$ cat src/rtl/vpd_pkg.sv
// ----------------------------------------------------------------------------
// vpd_pkg
// Shared types and constants of the vector pair distance block: norm mode
// codes, field widths and the command and status bundles between the
// controller and the datapath.
// ----------------------------------------------------------------------------
package vpd_pkg;

   localparam int ELEM_W  = 16;
   localparam int DIFF_W  = 16;
   localparam int TERM_W  = 2 * DIFF_W;
   localparam int TOTAL_W = 42;
   localparam int DIST_W  = 27;

   localparam logic [DIST_W-1:0] DIST_MAX = DIST_W'(67108864);

   // Start value of the root's trial bit: the largest even power of two
   // below 2^TOTAL_W.
   localparam logic [TOTAL_W-1:0] ROOT_BIT_INIT = TOTAL_W'(1) << (TOTAL_W - 2);

   localparam logic [1:0] MODE_L0   = 2'd0;
   localparam logic [1:0] MODE_L1   = 2'd1;
   localparam logic [1:0] MODE_L2   = 2'd2;
   localparam logic [1:0] MODE_LINF = 2'd3;

   typedef struct packed {
      logic       accept;
      logic [1:0] mode;
      logic       root_start;
      logic       root_step;
      logic       load;
   } vpd_cmd_type;

   typedef struct packed {
      logic last_folded;
      logic root_last;
   } vpd_status_type;

endpackage

$ cat src/rtl/vpd_ctrl.sv
// ----------------------------------------------------------------------------
// vpd_ctrl
// Sequencer of the vector pair distance block: holds the norm mode, gates
// the request channel, runs the square root steps and owns the response
// valid flag.
// ----------------------------------------------------------------------------
module vpd_ctrl (
   input  logic                    clock,
   input  logic                    reset,
   input  logic                    req_valid,
   input  logic                    req_last_element,
   output logic                    req_ready,
   output logic                    rsp_valid,
   input  logic                    rsp_ready,
   input  logic                    csr_valid,
   input  logic [1:0]              csr_norm_mode,
   output logic                    csr_ready,
   output vpd_pkg::vpd_cmd_type    cmd,
   input  vpd_pkg::vpd_status_type status
);
   import vpd_pkg::*;

   typedef enum logic [4:0] {
      S_RUN   = 5'b00001,
      S_DRAIN = 5'b00010,
      S_SETUP = 5'b00100,
      S_ROOT  = 5'b01000,
      S_LOAD  = 5'b10000
   } state_type;

   state_type  state_ff, state_in;
   logic [1:0] mode_ff, mode_in;
   logic       rsp_valid_ff, rsp_valid_in;
   logic       accept;
   logic       load;

   assign req_ready = (state_ff == S_RUN);
   assign csr_ready = 1'b1;
   assign rsp_valid = rsp_valid_ff;
   assign accept    = req_valid & req_ready;
   assign load      = (state_ff == S_LOAD) & (~rsp_valid_ff | rsp_ready);

   always_comb begin
      state_in = state_ff;
      case (state_ff)
         S_RUN: begin
            if (accept && req_last_element) begin
               state_in = S_DRAIN;
            end
         end
         S_DRAIN: begin
            if (status.last_folded) begin
               state_in = (mode_ff == MODE_L2) ? S_SETUP : S_LOAD;
            end
         end
         S_SETUP: state_in = S_ROOT;
         S_ROOT: begin
            if (status.root_last) begin
               state_in = S_LOAD;
            end
         end
         S_LOAD: begin
            if (load) begin
               state_in = S_RUN;
            end
         end
         default: state_in = S_RUN;
      endcase
   end

   always_comb begin
      mode_in = mode_ff;
      if (csr_valid) begin
         mode_in = csr_norm_mode;
      end
      rsp_valid_in = rsp_valid_ff;
      if (load) begin
         rsp_valid_in = 1'b1;
      end else if (rsp_ready) begin
         rsp_valid_in = 1'b0;
      end
   end

   always_comb begin
      cmd.accept     = accept;
      cmd.mode       = mode_ff;
      cmd.root_start = (state_ff == S_SETUP);
      cmd.root_step  = (state_ff == S_ROOT);
      cmd.load       = load;
   end

   always_ff @(posedge clock) begin
      if (reset) begin
         state_ff     <= S_RUN;
         mode_ff      <= MODE_L2;
         rsp_valid_ff <= 1'b0;
      end else begin
         state_ff     <= state_in;
         mode_ff      <= mode_in;
         rsp_valid_ff <= rsp_valid_in;
      end
   end

endmodule

$ cat src/rtl/vpd_datapath.sv
// ----------------------------------------------------------------------------
// vpd_datapath
// Absolute difference, term and accumulate pipeline, the bit-pair square
// root unit and the response register of the vector pair distance block.
// ----------------------------------------------------------------------------
module vpd_datapath (
   input  logic                                clock,
   input  logic                                reset,
   input  logic signed [vpd_pkg::ELEM_W-1:0]   req_first_element,
   input  logic signed [vpd_pkg::ELEM_W-1:0]   req_second_element,
   input  logic                                req_last_element,
   output logic        [vpd_pkg::DIST_W-1:0]   rsp_distance,
   input  vpd_pkg::vpd_cmd_type                cmd,
   output vpd_pkg::vpd_status_type             status
);
   import vpd_pkg::*;

   // Pipeline control.
   logic                 st1_valid_ff, st2_valid_ff;
   logic                 st1_last_ff, st2_last_ff;
   // Payload.
   logic [DIFF_W-1:0]    diff_ff, diff_in;
   logic [TERM_W-1:0]    term_ff, term_in;
   logic [TOTAL_W-1:0]   total_ff, total_in;
   logic [TOTAL_W-1:0]   rem_ff, rem_in;
   logic [TOTAL_W-1:0]   root_ff, root_in;
   logic [TOTAL_W-1:0]   bit_ff, bit_in;
   logic [DIST_W-1:0]    dist_ff, dist_in;

   logic signed [ELEM_W:0] diff_wide;
   logic [ELEM_W:0]        diff_abs;
   logic [TOTAL_W:0]       sum_wide;
   logic [TOTAL_W:0]       trial;
   logic [TOTAL_W-1:0]     result;

   always_comb begin
      diff_wide = (ELEM_W+1)'(req_first_element) - (ELEM_W+1)'(req_second_element);
      diff_abs  = diff_wide[ELEM_W] ? (ELEM_W+1)'(-diff_wide) : diff_wide;
      diff_in   = diff_abs[DIFF_W-1:0];
   end

   always_comb begin
      case (cmd.mode)
         MODE_L0: term_in = {{(TERM_W-1){1'b0}}, (diff_ff != '0)};
         MODE_L1: term_in = {{(TERM_W-DIFF_W){1'b0}}, diff_ff};
         MODE_L2: term_in = TERM_W'(diff_ff) * TERM_W'(diff_ff);
         default: term_in = {{(TERM_W-DIFF_W){1'b0}}, diff_ff};
      endcase
   end

   // Accumulator: saturating sum, or running maximum in the Linf mode.
   always_comb begin
      sum_wide = {1'b0, total_ff} + {{(TOTAL_W+1-TERM_W){1'b0}}, term_ff};
      total_in = total_ff;
      if (cmd.load) begin
         total_in = '0;
      end else if (st2_valid_ff) begin
         if (cmd.mode == MODE_LINF) begin
            if ({{(TOTAL_W-TERM_W){1'b0}}, term_ff} > total_ff) begin
               total_in = {{(TOTAL_W-TERM_W){1'b0}}, term_ff};
            end
         end else begin
            total_in = sum_wide[TOTAL_W] ? '1 : sum_wide[TOTAL_W-1:0];
         end
      end
   end

   // One bit of the root per cycle; the remainder is left in rem_ff.
   always_comb begin
      trial   = {1'b0, root_ff} + {1'b0, bit_ff};
      rem_in  = rem_ff;
      root_in = root_ff;
      bit_in  = bit_ff;
      if (cmd.root_start) begin
         rem_in  = total_ff;
         root_in = '0;
         bit_in  = ROOT_BIT_INIT;
      end else if (cmd.root_step) begin
         if ({1'b0, rem_ff} >= trial) begin
            rem_in  = rem_ff - trial[TOTAL_W-1:0];
            root_in = (root_ff >> 1) + bit_ff;
         end else begin
            root_in = root_ff >> 1;
         end
         bit_in = bit_ff >> 2;
      end
   end

   always_comb begin
      if (cmd.mode == MODE_L2) begin
         result = (rem_ff > root_ff) ? root_ff + TOTAL_W'(1) : root_ff;
      end else begin
         result = total_ff;
      end
      dist_in = dist_ff;
      if (cmd.load) begin
         dist_in = (result > TOTAL_W'(DIST_MAX)) ? DIST_MAX : result[DIST_W-1:0];
      end
   end

   assign status.last_folded = st2_valid_ff & st2_last_ff;
   assign status.root_last   = cmd.root_step & bit_ff[0];
   assign rsp_distance       = dist_ff;

   always_ff @(posedge clock) begin
      if (reset) begin
         st1_valid_ff <= 1'b0;
         st2_valid_ff <= 1'b0;
         total_ff     <= '0;
      end else begin
         st1_valid_ff <= cmd.accept;
         st2_valid_ff <= st1_valid_ff;
         total_ff     <= total_in;
      end
   end

   always_ff @(posedge clock) begin
      if (cmd.accept) begin
         diff_ff     <= diff_in;
         st1_last_ff <= req_last_element;
      end
      if (st1_valid_ff) begin
         term_ff     <= term_in;
         st2_last_ff <= st1_last_ff;
      end
      rem_ff  <= rem_in;
      root_ff <= root_in;
      bit_ff  <= bit_in;
      dist_ff <= dist_in;
   end

endmodule

$ cat src/rtl/vector_pair_distance.sv
// ----------------------------------------------------------------------------
// vector_pair_distance
// Distance between two vectors streamed as signed Q8.8 element pairs, under
// an L0, L1, L2 or Linf norm chosen by the norm mode register.
// ----------------------------------------------------------------------------
//   channel  | direction | ports
//   ---------+-----------+--------------------------------------------------
//   req      | in        | req_valid/ready, first/second/last_element
//   rsp      | out       | rsp_valid/ready, rsp_distance
//   csr      | in        | csr_valid/ready, csr_norm_mode
//
// Element pairs are taken one per cycle until the pair marked last. That
// transaction then passes through the three-stage fold, in the L2 mode
// through the root (a setup step, then one bit per cycle over 21 steps),
// and through the response load. A result waiting on rsp does not stop the
// next vector; only the next load waits for it. Reset is synchronous; it
// clears the total and sets the mode to L2.
module vector_pair_distance (
   input  logic                                clock,
   input  logic                                reset,
   input  logic                                req_valid,
   output logic                                req_ready,
   input  logic signed [vpd_pkg::ELEM_W-1:0]   req_first_element,
   input  logic signed [vpd_pkg::ELEM_W-1:0]   req_second_element,
   input  logic                                req_last_element,
   output logic                                rsp_valid,
   input  logic                                rsp_ready,
   output logic        [vpd_pkg::DIST_W-1:0]   rsp_distance,
   input  logic                                csr_valid,
   output logic                                csr_ready,
   input  logic        [1:0]                   csr_norm_mode
);
   import vpd_pkg::*;

   vpd_cmd_type    cmd;
   vpd_status_type status;

   vpd_ctrl u_ctrl (
      .clock            (clock),
      .reset            (reset),
      .req_valid        (req_valid),
      .req_last_element (req_last_element),
      .req_ready        (req_ready),
      .rsp_valid        (rsp_valid),
      .rsp_ready        (rsp_ready),
      .csr_valid        (csr_valid),
      .csr_norm_mode    (csr_norm_mode),
      .csr_ready        (csr_ready),
      .cmd              (cmd),
      .status           (status)
   );

   vpd_datapath u_datapath (
      .clock              (clock),
      .reset              (reset),
      .req_first_element  (req_first_element),
      .req_second_element (req_second_element),
      .req_last_element   (req_last_element),
      .rsp_distance       (rsp_distance),
      .cmd                (cmd),
      .status             (status)
   );

endmodule

$ cat config.mk
export PLATFORM = sky130hd
export DESIGN_NAME = vector_pair_distance
export DESIGN_NICKNAME = d
export VERILOG_FILES = /design/src/rtl/vpd_pkg.sv /design/src/rtl/vpd_ctrl.sv /design/src/rtl/vpd_datapath.sv /design/src/rtl/vector_pair_distance.sv
export SDC_FILE = /design/constraint.sdc
export NUM_CORES = 1
export LEC_CHECK = 0
export BUFFER_PORTS_ARGS = -buffer_cell sky130_fd_sc_hd__buf_2
export CORE_MARGIN = 5
export CORE_UTILIZATION = 55
export DETAILED_ROUTE_END_ITERATION = 6
export GPL_TIMING_DRIVEN = 0
export MAX_ROUTING_LAYER = met4
export PLACE_DENSITY_LB_ADDON = 0.25
export SYNTH_ARGS = -nofsm -noshare
export SYNTH_HDL_FRONTEND = slang
export SYNTH_SLANG_ARGS = --single-unit
$ cat constraint.sdc
create_clock -name clock -period 7.6 [get_ports clock]
set_input_delay 0.38 -clock clock [delete_from_list [all_inputs] [get_ports clock]]
set_output_delay 0.38 -clock clock [all_outputs]
set_load 0.01 [all_outputs]
Word-level counts from Yosys, hierarchy flattened. Index checks and enable logic that the tools add are counted.

RAM bits: 0. Bits in read-only memories: 0. Register bits after elaboration: 234. Latch bits: 0. Bits of input ports: 40. Logic and storage cells: 73. Output and inout port bits: 30. Memories: 0.

Multipliers: 1. Equality and inequality tests: 12. Shift operators: 0. Divide/modulo/power cells: 0. Reductions and logical operators: 10. $add $sub $neg: 7. Bitwise logic cells: 6. Magnitude comparators: 4. Multiplexer cells: 19.

Operators by type and width (number): $mux 42 (9); $pmux 32 s2 (1); $add 42x32->43 (1); $add 42x41->43 (1); $ge 42x43->1 (1); $add 41x41->42 (1); $add 42x1->42 const B (1); $gt 32x42->1 (1); $gt 42x27->1 const B (1); $gt 42x42->1 (1); $sub 42x42->42 (1); $mul 16x16->32 (1); $mux 5 (5); $pmux 5 s5 (1); $sub 16x16->17 (1); $mux 16 (1); $neg 16->16 (1); $reduce_bool 16->1 (1); $ne 2x2->1 const B (4); $reduce_bool 2->1 (3); $eq 5x1->1 const B (1); $eq 5x2->1 const B (1); $eq 5x3->1 const B (1); $eq 5x4->1 const B (1); other kinds (12) (18).

Logic depth before layout (Yosys ltp).
Depth in word-level cells: 5. Gate-level depth with buffers: 29. Depth with buffers taken out: 27.

By module. From an unflattened synthesis, not the netlist that was laid out.

Cells, all modules: 3222. Area, all modules: 26977.1 sq um.

By module, submodules not included: vpd_datapath (times used 1, area an instance 26479.1 sq um, cells an instance 3162, sequential area each 5715.5 sq um); vpd_ctrl (times used 1, area an instance 498.0 sq um, cells an instance 60, sequential area each 160.2 sq um).

Worst setup path before layout. OpenSTA, ideal clock, no wires.

Path kind: register to register. Start point: register u_datapath.diff_ff[4]. End point: register u_datapath.term_ff[24] (data pin). Period minus slack after synthesis: 6.679 ns. Path buffers: 2. Cell stages (with the launch flop): 24. Slack: 0.921 ns. Arrival time: 6.414 ns. Setup time: 0.266 ns. Data required time: 7.334 ns. Cell sequence: edfxtp_1 -> clkbuf_1 -> buf_1 -> nand2_1 -> fa_1 -> fa_1 -> inv_1 -> fa_1 -> fa_1 -> fa_1 -> inv_1 -> fa_1 -> inv_1 -> ha_1 -> or3_1 -> a311oi_1 -> o31ai_1 -> a21o_1 -> a21o_1 -> a211oi_1 -> nor2_1 -> a311oi_1 -> xor2_1 -> nor2_1.

Cells in the longest elaborated chain, start to end: 2.

Ends and longest elaborated chain: from (decl) (line vpd_datapath.sv:22) `logic [DIFF_W-1:0] diff_ff, diff_in;`; from (signal assigned) (line vpd_datapath.sv:119) `diff_ff <= diff_in;`; $mul 16x16->32 (line vpd_datapath.sv:46) `MODE_L2: term_in = TERM_W'(diff_ff) * TERM_W'(diff_ff);`; $pmux 32 s2 (line vpd_datapath.sv:43) `case (cmd.mode)`; net u_datapath.term_in[24] (line vpd_datapath.sv:23) `logic [TERM_W-1:0] term_ff, term_in;`; to (signal assigned) (line vpd_datapath.sv:123) `term_ff <= term_in;`; to (decl) (line vpd_datapath.sv:23).

The timed path passes the listed nets, and every way through them passes these cells. A chain may end at the register's enable or synchronous reset.

Worst setup path after layout. Same ends and word-level chain as after synthesis.

==> results.cfg <==
[critical_path]
cp_num_buf_inv = 5
critPathTopFamily = adder cells
reg2reg_slack_ns = 0.31
end_kind = register
crit_arrival_ns = 7.61
path_cells = clkbuf_4 > clkbuf_4 > nand2_1 > fa_1 > fa_1 > inv_1 > fa_1 > fa_1 > fa_1 > inv_1 > fa_1 > inv_1 > ha_1 > or3_1 > a311oi_4 > o31ai_2 > a21o_1 > a21o_1 > a211oi_1 > nor2_1 > a311oi_1 > xor2_1 > nor2_1
cp_max_fo = 10
crit_slowest_cell = fa_1
timing.critical_path.from = u_datapath.diff_ff[4]
slowest_delay_ns = 0.57
cp.depth = 23
cp.required_ns = 7.92
rr_worst_depth = 23
cp-start-kind = register
crit_top_cell = fa_1
critical_path_class = reg2reg
timing.rr.end = u_datapath.term_ff[24]
rr_startpoint = u_datapath.diff_ff[4]
crit_path_end = u_datapath.term_ff[24]

[cells_and_area]
final.fill_count = 4293
fin_util_pct = 60.8
nNetsFinal = 3794
instances_no_fill = 3914
drive_above_1_share_pct = 7.37
synthToLayoutAreaGrowth_pct = 8.87

[timing]
tightest_slew_ns = 1.03
setup_viol = 0
hold_viol = 0
finalCriticalPeriod_ns = 7.29
timing.fmax_mhz = 137
min_period_over_period_pct = 95.9
relSlewSlack_pct = 30.9
timing.final.ws_setup_ns = 0.311
rsz0062_at_grt = false
fin_skew_ns = 0.0191
final_max_slew_viol_count = 0

[route]
vias_per_cell = 6.23
drt-pass1-iter-count = 6
drt-wirelength-per-cell_um = 22.9
drc = 0
drt_iter0_drc = 2313
totalWireLength_um = 89800
ant_nets = 0
route.vias.total = 24400

[synthesis]
muxShareOfSynthArea_pct = 0.612
synth_compound_area_share_pct = 19.3
ys_ff_latch = 234
synth-edff-count = 119
yosysWarnings = 0
synthXorXnorAreaFrac_pct = 7.49
synthAdderAreaFrac_pct = 27.1
synthFlopType = edfxtp_1
syn_nets = 3676
avgSynthCellArea_um2 = 8.48
syn_inst = 3157
syn_area_um2 = 26800
synthArstFlopShare_pct = 0
synth-simple-area-share_pct = 15.8
ys_seq_area_share_pct = 22.0
synth_top_family_by_area = adder cells
synth_cell_type_count = 90

[placed_design]
post-place-ws_ns = -0.470
place_hpwl_um = 72700
dp_cells = 3843
io_buffers = 68
gp_congestion = 1.07

[clock_tree]
cts_sinks = 234
path_clk_slew_ns = 0.06
cts_tree = done
ctsRootBufferMaster = clkbuf_16
clk_latency_ns = 0.58
cts.path.max_buffers = 3
htreeDepth = 1
numCtsBuffers = 29

[global_routing]
grt-busiest-layer = met2
grt.met1_usage_pct = 43.1
grt_pass1_vias = 24200
grt_max_degree = 36
grt_first_pass_wirelength_um = 137000
overflow = 0
use_met2_pct = 54.6
antenna_found_initial = 1
met3_usage_pct = 4.67
grtUsageTotal_pct = 33.8

[die]
die_h_um = 231
dieArea_um2 = 53200
row_count = 80
coreArea_um2 = 47900
die_w_um = 231
start_util_pct = 55.8
io_pins = 70

[flow_run]
max_cap_violations = 0

[status]
status = complete, no violations

[hold_path]
hp-class = in2reg
==> per-layer routing <==
layer | vias up | wire length, µm
met5 | - | 0
met2 | 1078 | 41900
met3 | 223 | 6790
met1 | 11900 | 36800
met4 | 0 | 4400
li1 | 11200 | -
==> metrics by stage <==
step / setup TNS [ns] / area, µm² / hold WS (ns)
floorplan: 0 / 26800 / 0.400
global placement: -45.23 / 27900 / 0.404
detailed placement: -4.50 / 27900 / 0.428
CTS: 0 / 28900 / 0.00640
global route: 0 / 29100 / 0.0243
finish: 0 / 29100 / 0.0354
==> layout by cell type (no fill, tap or decap), types with 69 or more instances in the layout <==
cell / n
a21oi_1: 211
buf_2: 72
clkbuf_1: 97
dfxtp_1: 114
edfxtp_1: 119
fa_1: 167
ha_1: 312
inv_1: 412
nand2_1: 259
nand3_1: 69
nor2_1: 224
o21ai_0: 163
xnor2_1: 168
==> cell type report <==
class | count | area, µm² | share of cell area, %
Multi-Input combinational cell | 2378 | 18900 | 64.8
Sequential cell | 234 | 5880 | 20.2
Inverter | 413 | 1550 | 5.32
Tap cell | 615 | 769 | 2.64
Clock buffer | 31 | 743 | 2.55
Timing Repair Buffer | 92 | 553 | 1.90
Buffer | 127 | 526 | 1.80
Clock inverter | 23 | 236 | 0.812
Antenna cell | 1 | 2.50 | 0.00859
==> worst min-delay path by stage <==
stage	start	endpoint	slack, ns	cells after the start
3_3_place_gp	u_datapath.st1_last_ff	u_datapath.st2_last_ff	0.40	0
3_5_place_dp	u_datapath.st1_last_ff	u_datapath.st2_last_ff	0.43	0
2_1_floorplan	u_datapath.st1_last_ff	u_datapath.st2_last_ff	0.40	0
6_report	req_last_element	u_datapath.st1_last_ff	0.04	1
4_1_cts	req_last_element	u_datapath.st1_last_ff	0.006	1
5_1_grt	req_last_element	u_datapath.st1_last_ff	0.02	1
==> synth_stat cells (all sizes together) (54+ instances only) <==
library cell	n	area (µm²)
nor3	54	270
dfxtp	115	2300
xor2	61	534
a21oi	212	1060
nor2	225	847
nand2	263	1000
fa	167	3340
clkbuf	118	443
inv	412	1550
and2	59	369
a21o	57	428
o21ai	165	830
xnor2	168	1470
nand3	70	350
ha	312	3900
edfxtp	119	3570
==> what timing repair did <==
item,in CTS,in global routing
setup buffers,0,21
gates resized for setup,13,23
pin swaps,0,1
hold buffers,0,0
setup endpoints to repair,41,50
==> sequential cells by signal, summed over array words and instances, names as in the netlist <==
| register | cells |
|---|---|
| u_datapath.total_ff | 42 |
| u_datapath.root_ff | 42 |
| u_datapath.rem_ff | 42 |
| u_datapath.rsp_distance | 27 |
| u_ctrl.state_ff | 5 |
| u_datapath.st2_valid_ff | 1 |
| u_datapath.st2_last_ff | 1 |
| u_datapath.st1_last_ff | 1 |
| u_datapath.diff_ff | 16 |
| u_ctrl.mode_ff | 2 |
| u_datapath.bit_ff | 21 |
| u_ctrl.rsp_valid | 1 |
| u_datapath.st1_valid_ff | 1 |
| u_datapath.term_ff | 32 |
==> cell families (layout without fill, tap and decap cells) <==
group,count (synthesis),in the layout
fa+ha+maj,479,479
mux,16,16
simple gates,876,876
xor+xnor,229,229
flops,234,234
compound gates,777,777
buf+inv,545,686
other cells,1,2
Power is not shown: default switching activity piles up to over one toggle a cycle in this logic, so the estimate is an artifact.
